[src/rtl/core/lr_config_token_parser_assert.svh]
// ----------------------------------------------------------------------------
// lr_config_token_parser_assert.svh
// Assertion macros for the configuration token parser.
// ----------------------------------------------------------------------------
`ifndef LR_CONFIG_TOKEN_PARSER_ASSERT_SVH
`define LR_CONFIG_TOKEN_PARSER_ASSERT_SVH

`ifndef ASSERT_OFF
// Check that a condition implies a consequence in the same cycle
`define LRCP_ASSERT_IMPL(name, ante, cons, msg) \
	name: assert property (@(posedge clk) disable iff (!arst_n) (ante) |-> (cons)) \
		else $error(msg);
// Check that a condition implies a consequence in the next cycle
`define LRCP_ASSERT_NEXT(name, ante, cons, msg) \
	name: assert property (@(posedge clk) disable iff (!arst_n) (ante) |=> (cons)) \
		else $error(msg);
`else
`define LRCP_ASSERT_IMPL(name, ante, cons, msg)
`define LRCP_ASSERT_NEXT(name, ante, cons, msg)
`endif

`endif

[src/rtl/core/lrcp_pkg.sv]
// ----------------------------------------------------------------------------
// lrcp_pkg
// Types, constants and parse tables of the configuration token parser.
// ----------------------------------------------------------------------------
package lrcp_pkg;

	localparam int STACK_DEPTH = 64;
	localparam int SP_W        = $clog2(STACK_DEPTH + 1);
	localparam int ADDR_W      = $clog2(STACK_DEPTH);
	localparam int ST_W        = 4;
	localparam int MAX_RED     = 8;
	localparam int RED_W       = $clog2(MAX_RED + 1);

	typedef enum logic [2:0] {
		TK_EOF  = 3'd0,
		TK_ID   = 3'd1,
		TK_EQ   = 3'd2,
		TK_LB   = 3'd3,
		TK_RB   = 3'd4,
		TK_SEMI = 3'd5,
		TK_INT  = 3'd6,
		TK_STR  = 3'd7
	} tok_kind_t;

	typedef enum logic [2:0] {
		EV_NONE     = 3'd0,
		EV_ENTER    = 3'd1,
		EV_LEAVE    = 3'd2,
		EV_ADD      = 3'd3,
		EV_ACCEPT   = 3'd4,
		EV_SYNTAX   = 3'd5,
		EV_OVERFLOW = 3'd6
	} evt_kind_t;

	typedef struct packed {
		logic [2:0]  token_kind;
		logic [15:0] token_value;
	} tok_t;

	typedef struct packed {
		logic [2:0]  event_kind;
		logic [15:0] key_handle;
		logic [15:0] value_handle;
	} evt_t;

	// Table lookup result: hit flag plus a state or rule number
	typedef struct packed {
		logic            hit;
		logic [ST_W-1:0] val;
	} lkp_t;

	localparam logic [ST_W-1:0] ST_ACCEPT = 4'd1;

	// Shift action for a state and token
	function automatic lkp_t shift_to(logic [ST_W-1:0] st, logic [2:0] tk);
		lkp_t r;
		r = '{hit: 1'b0, val: '0};
		case (st)
			4'd1: if (tk == TK_ID) r = '{1'b1, 4'd2};
			4'd2: begin
				if (tk == TK_EQ) r = '{1'b1, 4'd4};
				else if (tk == TK_LB) r = '{1'b1, 4'd5};
			end
			4'd4: begin
				if (tk == TK_INT) r = '{1'b1, 4'd7};
				else if (tk == TK_STR) r = '{1'b1, 4'd8};
			end
			4'd6: if (tk == TK_SEMI) r = '{1'b1, 4'd10};
			4'd9: begin
				if (tk == TK_RB) r = '{1'b1, 4'd11};
				else if (tk == TK_ID) r = '{1'b1, 4'd2};
			end
			default: r = '{hit: 1'b0, val: '0};
		endcase
		return r;
	endfunction

	// Reduce action: rule number for a state and lookahead token
	function automatic lkp_t reduce_by(logic [ST_W-1:0] st, logic [2:0] tk);
		lkp_t r;
		logic end_set;
		r = '{hit: 1'b0, val: '0};
		end_set = (tk == TK_EOF) || (tk == TK_RB) || (tk == TK_ID);
		case (st)
			4'd0:  if (tk == TK_EOF || tk == TK_ID) r = '{1'b1, 4'd2};
			4'd3:  if (end_set) r = '{1'b1, 4'd1};
			4'd5:  if (tk == TK_RB || tk == TK_ID) r = '{1'b1, 4'd2};
			4'd7:  if (tk == TK_SEMI) r = '{1'b1, 4'd5};
			4'd8:  if (tk == TK_SEMI) r = '{1'b1, 4'd6};
			4'd10: if (end_set) r = '{1'b1, 4'd3};
			4'd11: if (end_set) r = '{1'b1, 4'd4};
			default: r = '{hit: 1'b0, val: '0};
		endcase
		return r;
	endfunction

	// Goto state after a reduction, from the uncovered state
	function automatic lkp_t goto_after(logic [ST_W-1:0] st, logic [ST_W-1:0] rule);
		lkp_t r;
		r = '{hit: 1'b0, val: '0};
		case (st)
			4'd0: if (rule == 4'd1 || rule == 4'd2) r = '{1'b1, 4'd1};
			4'd2: if (rule == 4'd3 || rule == 4'd4) r = '{1'b1, 4'd3};
			4'd4: if (rule == 4'd5 || rule == 4'd6) r = '{1'b1, 4'd6};
			4'd5: if (rule == 4'd1 || rule == 4'd2) r = '{1'b1, 4'd9};
			default: r = '{hit: 1'b0, val: '0};
		endcase
		return r;
	endfunction

	// Number of states popped by a rule
	function automatic logic [1:0] rule_pops(logic [ST_W-1:0] rule);
		logic [1:0] k;
		case (rule)
			4'd1, 4'd3, 4'd4: k = 2'd3;
			4'd5, 4'd6:       k = 2'd1;
			default:          k = 2'd0;
		endcase
		return k;
	endfunction

endpackage

[src/rtl/core/lrcp_ram.sv]
// ----------------------------------------------------------------------------
// lrcp_ram
// Generic single-write, single-read synchronous RAM with registered read.
// ----------------------------------------------------------------------------
module lrcp_ram #(
	parameter int WIDTH = 4,
	parameter int DEPTH = 64
) (
	input  logic                     clk,
	input  logic                     we,
	input  logic [$clog2(DEPTH)-1:0] waddr,
	input  logic [WIDTH-1:0]         wdata,
	input  logic                     re,
	input  logic [$clog2(DEPTH)-1:0] raddr,
	output logic [WIDTH-1:0]         rdata
);

	logic [WIDTH-1:0] mem [DEPTH];

	// Write and registered read
	always_ff @(posedge clk) begin
		if (we) begin
			mem[waddr] <= wdata;
		end
		if (re) begin
			rdata <= mem[raddr];
		end
	end

endmodule

[src/rtl/core/lr_config_token_parser.sv]
// ----------------------------------------------------------------------------
// lr_config_token_parser
// Table-driven shift/reduce parser for a nested key/value configuration
// grammar, one event per token, parse stack held in a synchronous RAM.
// ----------------------------------------------------------------------------
// Usage:
//   Tokens enter on tok (kind and value handle) under tok_valid/tok_stall;
//   one event leaves on evt under evt_valid/evt_stall for every token.
//   A token is taken only when the parser is idle; tok_stall is high while
//   a token is being worked on.
//   Each token is evaluated; each reduction adds an evaluate step, then a
//   goto step with a stack RAM read. The grammar needs at most two
//   reductions per token. The evaluate/goto loop around the stack RAM read
//   sets how long a token takes.
//   A finished event sits in an output register; the next token may be taken
//   while it waits. When evt_stall holds that register full, the parser
//   waits before finishing the next token.
//   Reset leaves one stack entry (state 0) in use and clears the stored
//   identifier. Accept and any error event put the parser back in that state.
//   Stack entry zero is never written and reads as state 0, so the RAM
//   needs no clearing pass.
// ----------------------------------------------------------------------------
module lr_config_token_parser
	import lrcp_pkg::*;
(
	input  logic clk,
	input  logic arst_n,
	input  logic tok_valid,
	output logic tok_stall,
	input  tok_t tok,
	output logic evt_valid,
	input  logic evt_stall,
	output evt_t evt
);

	`include "lr_config_token_parser_assert.svh"

	typedef enum logic [2:0] {
		ST_IDLE = 3'b001,
		ST_EVAL = 3'b010,
		ST_GOTO = 3'b100
	} state_t;

	state_t            state_q;
	logic [SP_W-1:0]   sp_q;
	logic [ST_W-1:0]   top_q;
	logic [15:0]       last_id_q;
	logic [RED_W-1:0]  red_cnt_q;
	tok_t              tok_q;
	logic [ST_W-1:0]   rule_q;
	logic              popped_q;
	logic              rd_zero_q;
	logic              evt_valid_q;
	evt_t              evt_q;

	logic              out_free;
	logic              in_accept;
	lkp_t              sh;
	lkp_t              rd;
	lkp_t              gt;
	logic [1:0]        pops;
	logic [SP_W-1:0]   sp_pop;
	logic [SP_W-1:0]   rd_ptr;
	logic [ST_W-1:0]   cur_st;
	logic              stack_full;
	logic              red_go;
	logic              gt_go;
	logic              evt_fire;
	evt_t              evt_next;

	logic              ram_we;
	logic [ADDR_W-1:0] ram_waddr;
	logic [ST_W-1:0]   ram_wdata;
	logic              ram_re;
	logic [ST_W-1:0]   ram_rdata;

	assign in_accept  = tok_valid && !tok_stall;
	assign tok_stall  = (state_q != ST_IDLE);
	assign out_free   = !evt_valid_q || !evt_stall;
	assign evt_valid  = evt_valid_q;
	assign evt        = evt_q;
	assign stack_full = (sp_q == SP_W'(STACK_DEPTH));

	// Table lookups on the top state and held token
	assign sh     = shift_to(top_q, tok_q.token_kind);
	assign rd     = reduce_by(top_q, tok_q.token_kind);
	assign pops   = rule_pops(rd.val);
	assign sp_pop = sp_q - SP_W'(pops);
	assign rd_ptr = sp_pop - SP_W'(1);
	assign red_go = rd.hit && (red_cnt_q != RED_W'(MAX_RED)) && (sp_q > SP_W'(pops));

	// Uncovered state after a pop; entry zero always reads as state 0
	assign cur_st = popped_q ? (rd_zero_q ? '0 : ram_rdata) : top_q;
	assign gt     = goto_after(cur_st, rule_q);
	assign gt_go  = gt.hit && !stack_full;

	// Finish the request: shift, accept or fail in evaluate, fail in goto
	assign evt_fire = out_free && (((state_q == ST_EVAL) && (sh.hit || !red_go))
		|| ((state_q == ST_GOTO) && !gt_go));

	// Push the new state at the current stack pointer
	always_comb begin
		ram_we    = 1'b0;
		ram_wdata = sh.val;
		if (out_free) begin
			if (state_q == ST_EVAL && sh.hit && !stack_full) begin
				ram_we = 1'b1;
			end
			if (state_q == ST_GOTO && gt_go) begin
				ram_we    = 1'b1;
				ram_wdata = gt.val;
			end
		end
	end
	assign ram_waddr = sp_q[ADDR_W-1:0];
	assign ram_re    = (state_q == ST_EVAL) && out_free && !sh.hit && red_go
		&& (pops != 2'd0);

	lrcp_ram #(
		.WIDTH (ST_W),
		.DEPTH (STACK_DEPTH)
	) u_stack (
		.clk   (clk),
		.we    (ram_we),
		.waddr (ram_waddr),
		.wdata (ram_wdata),
		.re    (ram_re),
		.raddr (rd_ptr[ADDR_W-1:0]),
		.rdata (ram_rdata)
	);

	// Build the event payload of a finishing request
	always_comb begin
		evt_next = '{event_kind: EV_SYNTAX, key_handle: '0, value_handle: '0};
		if (state_q == ST_EVAL) begin
			if (sh.hit) begin
				if (stack_full) begin
					evt_next.event_kind = EV_OVERFLOW;
				end else begin
					case (tok_q.token_kind)
						TK_INT, TK_STR: begin
							evt_next = '{event_kind: EV_ADD, key_handle: last_id_q,
								value_handle: tok_q.token_value};
						end
						TK_LB: begin
							evt_next = '{event_kind: EV_ENTER, key_handle: last_id_q,
								value_handle: '0};
						end
						TK_RB:   evt_next.event_kind = EV_LEAVE;
						default: evt_next.event_kind = EV_NONE;
					endcase
				end
			end else if (!rd.hit && top_q == ST_ACCEPT && tok_q.token_kind == TK_EOF) begin
				evt_next.event_kind = EV_ACCEPT;
			end
		end else if (state_q == ST_GOTO && gt.hit) begin
			evt_next.event_kind = EV_OVERFLOW;
		end
	end

	// Parser control: evaluate actions, pop, goto, emit events
	always_ff @(posedge clk or negedge arst_n) begin
		if (!arst_n) begin
			state_q     <= ST_IDLE;
			sp_q        <= SP_W'(1);
			top_q       <= '0;
			last_id_q   <= '0;
			red_cnt_q   <= '0;
			popped_q    <= 1'b0;
			rd_zero_q   <= 1'b0;
			evt_valid_q <= 1'b0;
		end else begin
			// Raise the event when a request finishes, drop it once taken
			if (evt_fire) begin
				evt_valid_q <= 1'b1;
			end else if (!evt_stall) begin
				evt_valid_q <= 1'b0;
			end
			unique case (state_q)
				ST_IDLE: begin
					if (in_accept) begin
						red_cnt_q <= '0;
						state_q   <= ST_EVAL;
					end
				end
				ST_EVAL: begin
					if (out_free) begin
						if (sh.hit) begin
							state_q <= ST_IDLE;
							if (stack_full) begin
								sp_q      <= SP_W'(1);
								top_q     <= '0;
								last_id_q <= '0;
							end else begin
								sp_q  <= sp_q + SP_W'(1);
								top_q <= sh.val;
								if (tok_q.token_kind == TK_ID) begin
									last_id_q <= tok_q.token_value;
								end
							end
						end else if (red_go) begin
							sp_q      <= sp_pop;
							rule_q    <= rd.val;
							popped_q  <= (pops != 2'd0);
							rd_zero_q <= (rd_ptr == '0);
							state_q   <= ST_GOTO;
						end else begin
							sp_q      <= SP_W'(1);
							top_q     <= '0;
							last_id_q <= '0;
							state_q   <= ST_IDLE;
						end
					end
				end
				ST_GOTO: begin
					if (out_free) begin
						if (gt_go) begin
							sp_q      <= sp_q + SP_W'(1);
							top_q     <= gt.val;
							red_cnt_q <= red_cnt_q + RED_W'(1);
							state_q   <= ST_EVAL;
						end else begin
							sp_q      <= SP_W'(1);
							top_q     <= '0;
							last_id_q <= '0;
							state_q   <= ST_IDLE;
						end
					end
				end
				default: state_q <= ST_IDLE;
			endcase
		end
	end

	// Hold the token; load the event payload when a request finishes
	always_ff @(posedge clk) begin
		if (in_accept) begin
			tok_q <= tok;
		end
		if (evt_fire) begin
			evt_q <= evt_next;
		end
	end

	// Assertions
	`LRCP_ASSERT_IMPL(a_sp_range, 1'b1, (sp_q >= SP_W'(1) && sp_q <= SP_W'(STACK_DEPTH)), "stack pointer out of range")
	`LRCP_ASSERT_IMPL(a_bottom_state, (sp_q == SP_W'(1) && state_q != ST_GOTO), (top_q == '0), "bottom of stack is not state 0")
	`LRCP_ASSERT_NEXT(a_accept_eval, in_accept, (state_q == ST_EVAL), "accepted request not evaluated")
	`LRCP_ASSERT_IMPL(a_red_bound, 1'b1, (red_cnt_q <= RED_W'(MAX_RED)), "reduction count past limit")

endmodule

[config.mk]
export PLATFORM = sky130hd
export DESIGN_NAME = lr_config_token_parser
export DESIGN_NICKNAME = d
export VERILOG_FILES = /design/src/rtl/core/lrcp_pkg.sv /design/src/rtl/core/lrcp_ram.sv /design/src/rtl/core/lr_config_token_parser.sv
export VERILOG_INCLUDE_DIRS = /design/src /design/src/rtl/core
export SDC_FILE = /design/constraint.sdc
export NUM_CORES = 1
export LEC_CHECK = 0
export CAP_MARGIN = 10
export CORE_MARGIN = 4
export CORE_UTILIZATION = 45
export CTS_CLUSTER_SIZE = 28
export DETAILED_ROUTE_END_ITERATION = 12
export DONT_BUFFER_PORTS = 1
export GPL_TIMING_DRIVEN = 1
export HOLD_SLACK_MARGIN = 0.1
export PLACE_DENSITY_LB_ADDON = 0.05
export SYNTH_ARGS = -nofsm -noshare
export SYNTH_HDL_FRONTEND = slang
export SYNTH_HIERARCHICAL = 1
export SYNTH_SLANG_ARGS = --single-unit
export TNS_END_PERCENT = 20
[constraint.sdc]
create_clock -name clk -period 14.1 [get_ports clk]
set_input_delay 2.82 -clock clk [delete_from_list [all_inputs] [get_ports clk]]
set_output_delay 2.82 -clock clk [all_outputs]
set_load 0.03 [all_outputs]
# Yosys cells after proc, flatten, opt, wreduce, memory -nomap -nowiden
# Memory sizes are Yosys's and may differ from the RTL's. A register that Yosys moved wholly into a read port is not among the register bits.
# Index checks and enable logic that the tools add are counted.
totals:
  reg_bits: 95
  mem_bits_rw: 256
  inputBits: 23
  out_inout_bits: 37
  elab_cells: 194
  memories: 1
mem_list:
  columns: ["memory", "words", "word_bits", "read_ports", "rd_ports_with_merged_regs", "write_ports", "line_no", "source"]
  rows:
  - ["u_stack.mem", 64, 4, 1, 1, 1, "lrcp_ram.sv:18", "logic [WIDTH-1:0] mem [DEPTH];"]
op_classes:
  n_addsub: 4
  magnitude_cmp: 1
  eq_ne: 46
  n_mux: 73
  n_bitwise: 2
  reduce_logical: 53
ops:
  columns: ["cell", "n"]
  rows:
  - ["16-bit 2-to-1 mux", 7]
  - ["5-bit 2-to-1 mux", 18]
  - ["32-bit one-hot mux with 2 select lines", 1]
  - ["4-bit 2-to-1 mux", 13]
  - ["4-bit by 3-bit == test with 1-bit output (second input constant)", 12]
  - ["7-bit 2-to-1 mux", 6]
  - ["5-bit one-hot mux with 7 select lines", 1]
  - ["16-bit one-hot mux with 2 select lines", 1]
  - ["5-bit one-hot mux with 5 select lines", 1]
  - ["4-bit by 2-bit == test with 1-bit output (second input constant)", 6]
  - ["3-bit 2-to-1 mux", 8]
  - ["5-bit one-hot mux with 4 select lines", 1]
  - ["1-bit logical AND", 17]
  - ["4-bit == test (second input constant)", 4]
  - ["4-bit one-hot mux with 2 select lines", 2]
  - ["3-bit == test (second input constant)", 5]
  - ["7-bit one-hot mux with 2 select lines", 1]
  - ["4-bit by 1-bit == test with 1-bit output (second input constant)", 3]
  - ["4-bit AND reduction", 3]
  - ["1-bit logical OR", 10]
  - ["2-bit inequality test (second input constant)", 5]
  - ["3-bit by 2-bit == test with 1-bit output (second input constant)", 3]
  - ["3-bit one-hot mux with 3 select lines", 1]
  - ["1-bit zero test", 8]
  - ["26 further kinds", 42]

# Longest topological paths before layout
# Gate-level depths: netlist of the first run.
depth:
  ltp_word: 16
  ltp_mapped: 16
  depth_no_buf: 14

# Modules after synthesis
# The synthesis of the first run kept the hierarchy.
modules_own_cells:
  columns: ["mod", "n_inst", "cells_per_inst", "area_per_inst_um2", "seq_area_each_um2"]
  rows:
  - ["lrcp_ram", 1, 521, 10447.5, 7807.5]
  - ["lr_config_token_parser", 1, 470, 4953.5, 2640.0]

# Worst setup path after synthesis of the first run
# OpenSTA, ideal clock, no wires.
synth_path:
  kind: "input-to-reg"
  from: "in evt_stall"
  to: "mem u_stack.mem[0][3] (data pin)"
  setup_time_ns: 0.564
  arrival_ns: 5.224
  required_time_ns: 13.536
  setup_slack_ns: 8.312
  path_stages: 3
  path_buffers: 0
  cell_sequence: "nand2_1 > o311ai_2 > mux2i_1"
synth_between:
  elab_chain_cells: 3
synth_lines:
  columns: ["item", "line_no", "source"]
  rows:
  - ["start, declared", "lr_config_token_parser.sv:32", "input logic evt_stall,"]
  - ["1-bit zero test", null, null]
  - ["1-bit logical OR", "lr_config_token_parser.sv:79", "assign out_free = !evt_valid_q || !evt_stall;"]
  - ["4-bit 2-to-1 mux", "lr_config_token_parser.sv:105", "if (out_free) begin"]
  - ["net ram_wdata[3]", "lr_config_token_parser.sv:73", "logic [ST_W-1:0] ram_wdata;"]
  - ["end, declared", "lrcp_ram.sv:18", null]
# The timed path passes the listed nets, and every way through them passes these cells.

# Worst setup path after layout of the first run
layout_path:
  from: "reg top_q[1]"
  to: "reg u_stack.rdata[1] (read register of u_stack.mem) (data pin)"
layout_between:
  elab_cells_between_ends: 32
  classes_between: "add/sub (2); order compare (1); eq/ne (16); mux (3); reduce/logical (10)"
layout_lines:
  columns: ["item", "line_no", "source"]
  rows:
  - ["start, declared", "lr_config_token_parser.sv:46", "logic [ST_W-1:0] top_q;"]
  - ["start signal, assigned", "lr_config_token_parser.sv:196", "top_q <= sh.val;"]
  - ["start signal, assigned", "lr_config_token_parser.sv:219", "top_q <= gt.val;"]
  - ["4-bit == test, or another cell as far along", "lrcp_pkg.sv:84", "case (st)"]
  - ["5-bit one-hot mux with 7 select lines (*)", "lrcp_pkg.sv:84", null]
  - ["4-bit by 1-bit == test with 1-bit output, or another cell as far along", "lrcp_pkg.sv:114", "case (rule)"]
  - ["3-bit OR reduction or 2-bit OR reduction (tied branches)", "lrcp_pkg.sv:114", null]
  - ["2-bit one-hot mux with 2 select lines (*)", "lrcp_pkg.sv:114", null]
  - ["7-bit by 2-bit subtractor with 7-bit output (*)", "lr_config_token_parser.sv:88", "assign sp_pop = sp_q - SP_W'(pops);"]
  - ["7-bit by 1-bit subtractor with 7-bit output (*)", "lr_config_token_parser.sv:89", "assign rd_ptr = sp_pop - SP_W'(1);"]
  - ["net rd_ptr[4]", "lr_config_token_parser.sv:63", "logic [SP_W-1:0] rd_ptr;"]
  - ["end, declared", "lrcp_ram.sv:15", "output logic [WIDTH-1:0] rdata"]
# Mark *: on every way through the listed nets, which the timed path passes. The rest lies on a longest branch.
# A chain may end at the register's enable or synchronous reset.

==> results of run 1 <==
[worst paths after layout]
| path | endpoint | slack, ns | startpoint | cells after the start |
|---|---|---|---|---|
| worst min-delay path | last_id_q[13]$_DFFE_PN0P_ | 0.53 | last_id_q[13]$_DFFE_PN0P_ | 2 |
| max in group asynchronous | state_q[0]$_DFFE_PN1P_ | 11.91 | arst_n | 0 |
| min in group asynchronous | last_id_q[7]$_DFFE_PN0P_ | 2.00 | arst_n | 0 |
| worst min register to register | last_id_q[13]$_DFFE_PN0P_ | 0.53 | last_id_q[13]$_DFFE_PN0P_ | 2 |
| worst max register to register | u_stack/rdata[1]$_DFFE_PP_ | 8.96 | top_q[1]$_DFFE_PN0P_ | 13 |
| worst max-delay path | u_stack/rdata[1]$_DFFE_PP_ | 8.96 | top_q[1]$_DFFE_PN0P_ | 13 |
[final cells by class]
cell class / instances / area, sq um / share of cell area [%]
tap: 448 / 561 / 3.30
clock buffer: 45 / 998 / 5.88
inverter: 34 / 128 / 0.751
multi-input combinational: 551 / 4570 / 26.9
timing repair buffer: 13 / 97.6 / 0.574
clock inverter: 22 / 189 / 1.11
sequential: 354 / 10400 / 61.5
[per-stage QoR]
stage | total power (uW) | hold slack, ns
finish | 3750 | 0.526
global route | 3960 | 0.543
CTS | 3800 | 0.532
detailed placement | 2840 | 0.520
global placement | 2840 | 0.510
floorplan | 2470 | 0.493
[kinds of logic (layout without fill, tap and decap cells)]
| kind of cell | after synthesis | after routing | share of synthesized area (%) |
|---|---|---|---|
| compound gates | 120 | 120 | 5.62 |
| xor+xnor | 15 | 15 | 0.853 |
| fa+ha+maj | 9 | 9 | 0.780 |
| buf+inv | 86 | 114 | 2.99 |
| flops | 354 | 354 | 67.8 |
| mux | 88 | 88 | 11.5 |
| simple gates | 319 | 319 | 10.5 |
[worst max-delay path, delay by kind of cell, from the launching register on]
| kind | cells | cell delay (ns) |
|---|---|---|
| AND/OR/NAND/NOR | 5 | 1.32 |
| AO/OA/AOI/OAI | 4 | 1.03 |
| adder cells (fa/ha/maj) | 3 | 0.99 |
| flip-flops | 1 | 0.66 |
| XOR/XNOR | 1 | 0.86 |
[power by group]
group	internal (uW)	switching, uW
registers	1260	118
logic	583	837
clock network	561	392
[sequential cells by signal, summed over array words and instances, names as in the netlist, 3 cells and up]
signal	cells
evt	35
last_id_q	16
red_cnt_q	4
rule_q	3
sp_q	7
state_q	3
tok_q	19
top_q	4
u_stack/mem	256
u_stack/rdata	4
[routing by layer]
metal / global-route usage [%] / vias to the layer above / part of all wire [%]
li1: - / 3876 / -
met1: 26.8 / 4405 / 44
met2: 30.8 / 227 / 49
met3: 2.70 / 55 / 4.8
met4: 4.74 / 2 / 1.9
met5: 0 / - / 0.038
[placed cells by master, fill, tap and decap left out, types with 7 or more instances in the layout]
cell	instances
nand4_1	7
nand3_1	27
mux2i_1	21
nor4_1	23
clkbuf_16	39
nor2b_1	9
a21oi_1	15
mux4_1	19
clkinv_2	11
nand2b_1	14
xnor2_1	10
nand3b_1	10
edfxtp_1	317
and2_1	21
ha_1	7
o221ai_1	9
inv_1	32
a22oi_1	9
buf_4	13
o21ai_0	20
mux4_2	46
o22ai_1	8
nor2_1	105
nand2_1	58
nor3_1	12
dfrtp_1	35
a31oi_1	8
==> results.sh, run 1 <==
export IMPL_dieHeight_um=193
export IMPL_worstPathRequired_ns=14.37
export IMPL_cts_setup_buffers=0
export IMPL_worstHoldPathType="register to register"
export IMPL_tritoncts="done"
export IMPL_worstMarginPinSlew_ns=1.13
export IMPL_ctsRootBufferMaster="clkbuf_16"
export IMPL_fin_crit_sh_pct=36.5
export IMPL_arrival_ns=5.41
export IMPL_synth_common_cells="edfxtp_1 (317), nor2_1 (105), nand2_1 (58)"
export IMPL_finalWorstSetupSlack_ns=8.96
export IMPL_postCtsHoldBufs=0
export IMPL_fin_util_pct=50.5
export IMPL_htreeDepth=2
export IMPL_yosysTopAreaCellShare_pct=61.8
export IMPL_synth_enable_flop_cells=317
export IMPL_drv_cap=0
export IMPL_dieArea_sq_mm=0.0372
export IMPL_cpPeakStageDelay_ns=0.86
export IMPL_finalInstanceArea_sq_mm=0.0170
export IMPL_crit_top_cell="nand2b_1"
export IMPL_max_slew_margin_pct=24.6
export IMPL_die_w_um=193
export IMPL_drt_iter0_drc=638
export IMPL_dr_total_vias=8565
export IMPL_fin_setup_tns_ns=0
export IMPL_rsz0062_at_grt="no"
export IMPL_synth_area_sq_mm=0.0154
export IMPL_synth_area_leaders="edfxtp_1 (62%), mux4_2 (6.7%), dfrtp_1 (5.7%)"
export IMPL_fmax_ghz=0.195
export IMPL_drive_gt1_share_pct=13.6
export IMPL_path_clk_slew_ns=0.06
export IMPL_placed_cell_area_sq_mm=0.0158
export IMPL_seq_area_frac_synth_pct=67.8
export IMPL_synth_distinct_cells=76
export IMPL_core_sq_mm=0.0336
export IMPL_via_per_inst=5.84
export IMPL_min_period_ns=5.14
export IMPL_wl_per_cell_um=23.6
export IMPL_post_synth_top_count_cell="edfxtp_1"
export IMPL_worst_clock_skew_ns=0.0104
export IMPL_overflow=0
export IMPL_avgSynthCellArea_sq_um=15.5
export IMPL_totalWireLength_um=34600
export IMPL_cts_sinks=354
export IMPL_syn_nets=1023
export IMPL_power_density_mw_per_mm2=221
export IMPL_cp_max_fo=24
export IMPL_start_util_pct=45.8
export IMPL_final_hold_violation_count=0
export IMPL_grt_max_degree=65
export IMPL_slowest_stage="xnor2_2"
export IMPL_grt_pass1_vias=8606
export IMPL_power_leakage_uw=0.00567
export IMPL_path_class="register to register"
export IMPL_yosys_warnings=6
export IMPL_io_pins=60
export IMPL_track_usage_pct=18.8
export IMPL_place_inst=1400
export IMPL_postCtsResizedCells=0
export IMPL_setup_viol_count_final=0
export IMPL_synth_top_area_cell="edfxtp_1"
export IMPL_ir_worst_vdd_v=0.000111
export IMPL_insertion_delay_ns=0.52
export IMPL_synthArstFlopShare_pct=10.5
export IMPL_antenna_left=0
export IMPL_synthFlopType="edfxtp_1"
export IMPL_grt_pass1_wl_um=53100
export IMPL_outcome="finished clean"
export IMPL_crit_path_end_kind="register"
export IMPL_synth_seq_cells=354
export IMPL_ctsLongestPathBuffers=3
export IMPL_layout_nets=1025
export IMPL_synthCells=991
export IMPL_areaGrowthSynthToFinish_pct=10.3
export IMPL_firstDrtPassIters=5
export IMPL_fillers=2792
export IMPL_diodes=0
export IMPL_cp_start_kind="register"
export IMPL_place_ws_ns=8.94
export IMPL_hpwl_um=22100
export IMPL_antenna_found_initial=1
export IMPL_numCtsBuffers=39
export IMPL_remaining_drc_errors=0
export IMPL_path_cells="nand2b_1 -> nor4_1 -> a31o_2 -> ha_4 -> fa_1 -> ha_1 -> nand2_1 -> nor2_1 -> xnor2_2 -> nand2b_1 -> o221ai_1 -> o21ai_0 -> a22o_1"
export IMPL_port_buffer_count=0
export IMPL_maxSlewViolCount=0
export IMPL_final_cell_count_no_fill=1467
export IMPL_core_rowCount=67
export IMPL_place_gp_congestion=0.820
Power figures use the tool's default switching activity.
==> run 2: changes to the inputs <==
==> constraint.sdc (replaced) <==
create_clock -name clk -period 4.7 [get_ports clk]
set_input_delay 0.94 -clock clk [delete_from_list [all_inputs] [get_ports clk]]
set_output_delay 0.94 -clock clk [all_outputs]
set_load 0.03 [all_outputs]
==> results.sh, run 2 (synthesis gave the netlist of run 1 again) <==
export IMPL_outcome="finished clean"
export IMPL_reg2reg_depth=12
export IMPL_track_usage_pct=19.6
export IMPL_ir_worst_vdd_v=0.000347
export IMPL_dr_total_vias=8649
export IMPL_wl_per_cell_um=23.8
export IMPL_drt_iter0_drc=657
export IMPL_p_sw_share_pct=35.2
export IMPL_worstPathRequired_ns=4.98
export IMPL_core_rowCount=67
export IMPL_maxSlewViolCount=0
export IMPL_postCtsHoldBufs=1
export IMPL_antenna_found_initial=0
export IMPL_io_pins=60
export IMPL_totalWireLength_um=35800
export IMPL_fmax_ghz=0.237
export IMPL_use_met2_pct=32.1
export IMPL_r2r_start="top_q[2]$_DFFE_PN0P_"
export IMPL_final_hold_violation_count=0
export IMPL_power_leakage_uw=0.00587
export IMPL_drv_cap=0
export IMPL_final_cell_mix="edfxtp_1 (317), nor2_1 (105), nand2_1 (58)"
export IMPL_use_met3_pct=3.26
export IMPL_grt_max_degree=67
export IMPL_grt_pass1_vias=8772
export IMPL_dieArea_sq_mm=0.0372
export IMPL_worstMarginPinSlew_ns=1.14
export IMPL_r2r_end="u_stack/rdata[2]$_DFFE_PP_"
export IMPL_final_cell_count_no_fill=1501
export IMPL_ctsRootBufferMaster="clkbuf_16"
export IMPL_overflow=0
export IMPL_dieHeight_um=193
export IMPL_grt_busiest_layer="met2"
export IMPL_via_per_inst=5.76
export IMPL_worst_clock_skew_ns=0.0159
export IMPL_htreeDepth=2
export IMPL_drive_gt1_share_pct=16.0
export IMPL_cp_max_fo=12
export IMPL_worstHoldPathType="input pin to asynchronous set/reset pin"
export IMPL_regMostFlops="u_stack/mem"
export IMPL_fin_setup_tns_ns=0
export IMPL_switching_power_uw=4080
export IMPL_power_density_mw_per_mm2=667
export IMPL_largest_reg_flops=256
export IMPL_intPower_uw=7490
export IMPL_rsz0062_at_grt="no"
export IMPL_combPwrFrac_pct=39.4
export IMPL_fin_crit_sh_pct=89.8
export IMPL_antenna_left=0
export IMPL_max_slew_margin_pct=24.0
export IMPL_clkPwrFrac_pct=25.8
export IMPL_tritoncts="done"
export IMPL_layout_commonest_cell="edfxtp_1"
export IMPL_crit_path_end_kind="register"
export IMPL_hpwl_um=23400
export IMPL_path_clk_slew_ns=0.06
export IMPL_layout_nets=1058
export IMPL_cts_setup_buffers=0
export IMPL_grt_pass1_wl_um=55000
export IMPL_diodes=0
export IMPL_postCtsResizedCells=0
export IMPL_arrival_ns=4.50
export IMPL_start_util_pct=45.8
export IMPL_firstDrtPassIters=5
export IMPL_place_gp_congestion=0.819
export IMPL_place_inst=1432
export IMPL_fillers=2752
export IMPL_reg2reg_setup_slack_ns=0.48
export IMPL_areaGrowthSynthToFinish_pct=12.6
export IMPL_cp_endpoint="u_stack/rdata[2]$_DFFE_PP_"
export IMPL_insertion_delay_ns=0.53
export IMPL_die_w_um=193
export IMPL_ctsLongestPathBuffers=3
export IMPL_path_class="register to register"
export IMPL_power_frac_seq_pct=34.8
export IMPL_min_period_ns=4.22
export IMPL_setup_viol_count_final=0
export IMPL_cts_sinks=354
export IMPL_remaining_drc_errors=0
export IMPL_startpoint="top_q[2]$_DFFE_PN0P_"
export IMPL_numCtsBuffers=39
export IMPL_core_sq_mm=0.0336
export IMPL_gr_usage_met1_pct=27.1
export IMPL_cp_start_kind="register"
export IMPL_port_buffer_count=0
## run 2: stage by stage
step / utilization, % / instance area, sq um / setup WS (ns) / total power [uW] / hold WS (ns)
final: 51.6 / 17300 / 0.479 / 11600 / 0.253
after global routing: 51.6 / 17300 / 0.202 / 12200 / 0.232
after CTS: 51.6 / 17300 / 0.453 / 11700 / 0.222
after detailed placement: 47.8 / 16100 / 0.478 / 8690 / 0.514
after global placement: 47.8 / 16100 / 0.546 / 8660 / 0.506
after floorplan: - / 15400 / 0.163 / 7410 / 0.493
## run 2: power by group through the flow
stage,Combinational (uW),Sequential (uW),Clock (uW)
2_1_floorplan,3380,4030,0
3_3_place_gp,4570,4090,0
3_5_place_dp,4600,4090,0
4_1_cts,4620,4030,3050
5_1_grt,4960,4060,3200
6_report,4560,4030,2980
## run 2: final cells by class
cell class / instances / area, sq um / area share (%)
timing repair buffer: 46 / 395 / 2.28
sequential: 354 / 10400 / 60.2
multi-input combinational: 551 / 4570 / 26.4
clock buffer: 46 / 1000 / 5.78
inverter: 34 / 128 / 0.736
tap: 448 / 561 / 3.23
clock inverter: 22 / 235 / 1.36
## run 2: worst max-delay path: stages (launching register included)
cell	delay, ns
dfrtp_1	0.48
or3b_2	0.49
o22ai_1	0.19
a31o_2	0.26
ha_4	0.15
fa_1	0.47
ha_1	0.32
inv_2	0.27
buf_4	0.25
mux4_2	0.34
o41ai_1	0.30
a211oi_1	0.10
a221o_1	0.33
## run 2: worst min path at each step
stage                              from                        to  slack [ns]
2_1_floorplan  last_id_q[0]$_DFFE_PN0P_  last_id_q[0]$_DFFE_PN0P_        0.49
3_3_place_gp   last_id_q[2]$_DFFE_PN0P_  last_id_q[2]$_DFFE_PN0P_        0.51
3_5_place_dp   last_id_q[9]$_DFFE_PN0P_  last_id_q[9]$_DFFE_PN0P_        0.51
4_1_cts                          arst_n       sp_q[0]$_DFFE_PN1P_        0.22
5_1_grt                          arst_n       sp_q[0]$_DFFE_PN1P_        0.23
6_report                         arst_n       sp_q[0]$_DFFE_PN1P_        0.25
## run 2: per-layer routing
layer	wire [um]	up-vias
li1	-	3943
met1	15500	4401
met2	17300	248
met3	1980	57
met4	992	0
met5	0	-
